### src/hw/rtl/lspp_pkg.sv
package lspp_pkg;

  localparam int CORDIC_STAGES = 16;
  localparam int RANGE_BITS    = 16;

  localparam int XW    = 36;
  localparam int ZW    = 32;
  localparam int STG_W = (CORDIC_STAGES > 1) ? $clog2(CORDIC_STAGES) : 1;
  localparam int PW    = XW - 15;
  localparam int OW    = 25;
  localparam int OFS_W = 24;

  localparam logic [15:0] RANGE_LIM  = (RANGE_BITS >= 16) ? 16'hFFFF
                                     : 16'((1 << RANGE_BITS) - 1);
  localparam logic [31:0] CORDIC_K   = 32'h9B74EDA8;

  localparam logic [2:0] CFG_START_ANGLE = 3'd0;
  localparam logic [2:0] CFG_ANGLE_STEP  = 3'd1;
  localparam logic [2:0] CFG_RANGE_LO    = 3'd2;
  localparam logic [2:0] CFG_RANGE_HI    = 3'd3;
  localparam logic [2:0] CFG_OFFSET_X    = 3'd4;
  localparam logic [2:0] CFG_OFFSET_Y    = 3'd5;

  typedef struct packed {
    logic signed [XW-1:0] x;
    logic signed [XW-1:0] y;
    logic signed [ZW-1:0] z;
    logic [1:0]           q;
    logic                 kept;
    logic                 last;
  } cdc_t;

  function automatic logic signed [ZW-1:0] atan_f(input logic [4:0] i);
    logic signed [ZW-1:0] v;
    case (i)
      5'd0:    v = 32'h20000000;
      5'd1:    v = 32'h12E4051D;
      5'd2:    v = 32'h09FB385B;
      5'd3:    v = 32'h051111D4;
      5'd4:    v = 32'h028B0D43;
      5'd5:    v = 32'h0145D7E1;
      5'd6:    v = 32'h00A2F61E;
      5'd7:    v = 32'h00517C55;
      5'd8:    v = 32'h0028BE53;
      5'd9:    v = 32'h00145F2E;
      5'd10:   v = 32'h000A2F98;
      5'd11:   v = 32'h000517CC;
      5'd12:   v = 32'h00028BE6;
      5'd13:   v = 32'h000145F3;
      5'd14:   v = 32'h0000A2F9;
      5'd15:   v = 32'h0000517C;
      5'd16:   v = 32'h000028BE;
      5'd17:   v = 32'h0000145F;
      5'd18:   v = 32'h00000A2F;
      5'd19:   v = 32'h00000517;
      5'd20:   v = 32'h0000028B;
      5'd21:   v = 32'h00000145;
      5'd22:   v = 32'h000000A2;
      5'd23:   v = 32'h00000051;
      default: v = '0;
    endcase
    return v;
  endfunction

endpackage

### src/hw/rtl/lspp_cordic_cell.sv
module lspp_cordic_cell (
  input  logic                     clk,
  input  logic                     rst_n,
  input  logic [lspp_pkg::STG_W-1:0] stage_idx,
  input  logic                     in_vld,
  input  lspp_pkg::cdc_t           in_data,
  input  logic                     stall_dn,
  output logic                     out_vld,
  output lspp_pkg::cdc_t           out_data,
  output logic                     stall_up
);

  logic           vld_r;
  lspp_pkg::cdc_t data_r;
  lspp_pkg::cdc_t data_nxt;
  logic signed [lspp_pkg::XW-1:0] xs;
  logic signed [lspp_pkg::XW-1:0] ys;
  logic signed [lspp_pkg::ZW-1:0] at;

  assign stall_up = vld_r & stall_dn;

  always_comb begin
    xs       = in_data.x >>> stage_idx;
    ys       = in_data.y >>> stage_idx;
    at       = lspp_pkg::atan_f(5'(stage_idx));
    data_nxt = in_data;
    if (!in_data.z[lspp_pkg::ZW-1]) begin
      data_nxt.x = in_data.x - ys;
      data_nxt.y = in_data.y + xs;
      data_nxt.z = in_data.z - at;
    end else begin
      data_nxt.x = in_data.x + ys;
      data_nxt.y = in_data.y - xs;
      data_nxt.z = in_data.z + at;
    end
  end

  always_ff @(posedge clk) begin
    if (!rst_n) begin
      vld_r <= 1'b0;
    end else if (!stall_up) begin
      vld_r <= in_vld;
    end
  end

  always_ff @(posedge clk) begin
    if (!stall_up) begin
      data_r <= data_nxt;
    end
  end

  assign out_vld  = vld_r;
  assign out_data = data_r;

endmodule

### config.mk
export PLATFORM = sky130hd
export DESIGN_NAME = lspp_cordic_cell
export DESIGN_NICKNAME = d
export VERILOG_FILES = /design/src/hw/rtl/lspp_pkg.sv /design/src/hw/rtl/lspp_cordic_cell.sv
export SDC_FILE = /design/constraint.sdc
export NUM_CORES = 1
export LEC_CHECK = 0
export ABC_AREA = 1
export BUFFER_PORTS_ARGS = -buffer_cell sky130_fd_sc_hd__clkbuf_2
export CORE_MARGIN = 5
export CORE_UTILIZATION = 55
export CTS_BUF_LIST = sky130_fd_sc_hd__clkbuf_4 sky130_fd_sc_hd__clkbuf_8
export DETAILED_ROUTE_END_ITERATION = 16
export PLACE_DENSITY = 0.86
export RECOVER_POWER = 100
export SKIP_CTS_REPAIR_TIMING = 1
export SLEW_MARGIN = 20
export SYNTH_ARGS = -nofsm -noshare
export SYNTH_HDL_FRONTEND = slang
export SYNTH_SLANG_ARGS = --single-unit
### constraint.sdc
create_clock -name clk -period 13.9 [get_ports clk]
set_input_delay 2.78 -clock clk [delete_from_list [all_inputs] [get_ports clk]]
set_output_delay 2.78 -clock clk [all_outputs]
set_load 0.01 [all_outputs]
==> metrics.txt <==
status finished, violations left; failing checks max-capacitance violations, max-slew violations; Worst Reg2Reg Path Length in Cells 2; largest net degree at the start of global routing 82; Worst Hold Class flip-flop to flip-flop; placed inst area 17000 µm²; HPWL after DPL 44.7 mm; required time of the worst setup path 14.09 ns; Gate Count Post-Synth 2488; Worst VDD drop 0.0668 mV; Max Buffers Root-to-Sink 2; # fillers 2934; RSZ-0062 raised after global routing no; Synth Warn # 0; period utilization 0.789; die area 32300 µm²; final setup vio count 0; Clk Latency, worst-skew pair 0.43 ns; final antenna-violating net count 0; Fin Hold WS 1.96 ns; fin crit period 10.96 ns; io pins 226; Final Util 0.596; first-pass GRT wire length 85.6 mm; flops & latches, synth 109; commonest non-fill, non-tap cells in the layout nand2_1, nand3_1, nor2_1; H-tree depth 3; Max Fclk 91.2 MHz; die width 180 µm; top_reg_cell synth edfxtp_1; Buf+Inv Stages, Crit Path 5; fin nets 2884; Least-Margin Pin Slew 3.64 ns; Iteration-0 DRC Markers 1929; Worst path max stage delay 2.15 ns; clk slew on worst S/H paths 0.12 ns; commonest non-fill, non-tap cell in the layout nand2_1; ant diodes 0; Mapped Nets 2719; Via-to-Cell Ratio 5.78; IO Port Bufs 225; Mapped Area 15900 µm²; CTS Root Cell clkbuf_8; initial antenna violation count 1; total grt overflow 0; post-synth top area cell edfxtp_1; worst path arrival time 11.15 ns; crit path launch type input pin; number of global-route vias before repair 16.3k; drt first pass iters 6; Site Rows 62; share of cells above drive strength 1 0.0926; Crit. path cell count 25; Final TNS setup 0 ns; crit path max fanout 70; WL/cell 18.0 µm; Clock Skew 0.00946 ns; Final Max Tran Viols 181; Die Span Y 180 µm; PD cells 107 nW/µm²; largest cells by area after synthesis edfxtp_1, nand2_1, nand3_1, ha_1, xor2_1; Post-synth ARST share 0; number of synthesized flops with an enable pin 108; Yosys cell types 55; FF-to-FF Start out_vld$_SDFFE_PN0N_; register area share after synthesis 0.206; Final Wtd Congestion 0.985; # DRC 0; CTS Buf Count 9; vias 17.6k; CTS sink count 109; hold_sp out_vld$_SDFFE_PN0N_; most used cell, CP nand2_1; Critical Path End Type flip-flop; leakage power 0.00816 µW; Finished Cell Area 17000 µm²; Syn-to-layout area delta 7.43%; CP startpoint stage_idx[1]; crit-path leading delay family simple AND/OR/NAND/NOR gates; Final Hold Viols 0; slowest CP cell clkinvlp_2; relative slew slack -1.42; GRT Total Usage 0.324; Synth top area share 0.204; Total Wirelength 54.7 mm; Starting Density 0.554; MaxCap Viol Count 3; Core Area 28600 µm²; Avg Inst Size Synth 6.38 µm²; critical path class input pin to flip-flop; CTS tree yes; hold depth 1
cell type report:
type | instances | area, µm² | share of cell area
Clock buffer | 9 | 124 | 0.00727
Clock inverter | 7 | 87.6 | 0.00514
Inverter | 222 | 840 | 0.0493
Multi-Input combinational cell | 2079 | 11200 | 0.658
Sequential cell | 109 | 3260 | 0.191
Tap cell | 384 | 480 | 0.0282
Timing Repair Buffer | 232 | 1040 | 0.0608
path summary, 6_finish.rpt:
path	to	slack (ns)
setup / recovery	out_data[70]$_DFFE_PN_	2.94
hold / removal	out_data[12]$_DFFE_PN_	1.96
hold reg to reg	out_data[12]$_DFFE_PN_	1.96
setup reg to reg	out_data[101]$_DFFE_PN_	8.98
through the flow:
stage | total power [µW] | setup WS, ns | std cells
after floorplan | 1270 | 5.65 | 2488
after global placement | 1610 | 5.24 | 3026
after detailed placement | 1620 | 5.15 | 3026
after CTS | 1850 | 5.62 | 3042
after global routing | 1960 | 2.34 | 3042
final | 1820 | 2.94 | 3042
cells by family (layout without fill, tap and decap cells):
kind of cell	count (synthesis)	in the layout	share of synthesized area
buffers and inverters	300	470	0.0836
adders and majority gates	115	115	0.0921
and+or+nand+nor	1455	1455	0.400
DFF	109	109	0.206
AOI/OAI and AO/OA	340	340	0.123
xor gates and xnor gates	169	169	0.0961
synth_stat cells (all sizes together), types with 2 or more instances:
cell type,n
a221oi,2
nor3,21
o31ai,4
and2,2
edfxtp,108
a21o,10
ha,112
buf,66
o21bai,7
o221ai,4
a21boi,4
o21ai,112
nor2,260
inv,221
xor2,115
nand4,13
a21oi,150
xnor2,54
or2,4
clkbuf,12
nand2,757
nor4,7
fa,3
nand3b,2
o211ai,7
o21a,10
o22ai,2
a31oi,26
nand3,387
registers in the layout, indices dropped and copies added, names as in the netlist:
signal and count:
out_data 108, out_vld 1
routing by layer:
layer | vias up | routed length [µm] | share of wire | track usage
met1 | 7923 | 23200 | 0.42 | 0.430
met2 | 877 | 24700 | 0.45 | 0.536
met3 | 150 | 3940 | 0.072 | 0.0346
met4 | 2 | 2850 | 0.052 | 0.142
li1 | 8635 | - | - | -
met5 | - | 13 | 0.00024 | 0
worst register-to-register path: cells and delay by family (launching register included):
| family | cells | cell delay, ns |
|---|---|---|
| buffers and inverters | 1 | 2.64 |
| DFF | 1 | 0.33 |
| and+or+nand+nor | 1 | 1.39 |
report_power, final:
part	internal [µW]	switching (µW)	total (µW)	leakage, µW
Combinational	338	697	1040	0.00692
Clock	88.0	137	225	0.000108
Sequential	525	34.0	559	0.00113
Note: power is estimated with default switching activity, not from simulation.
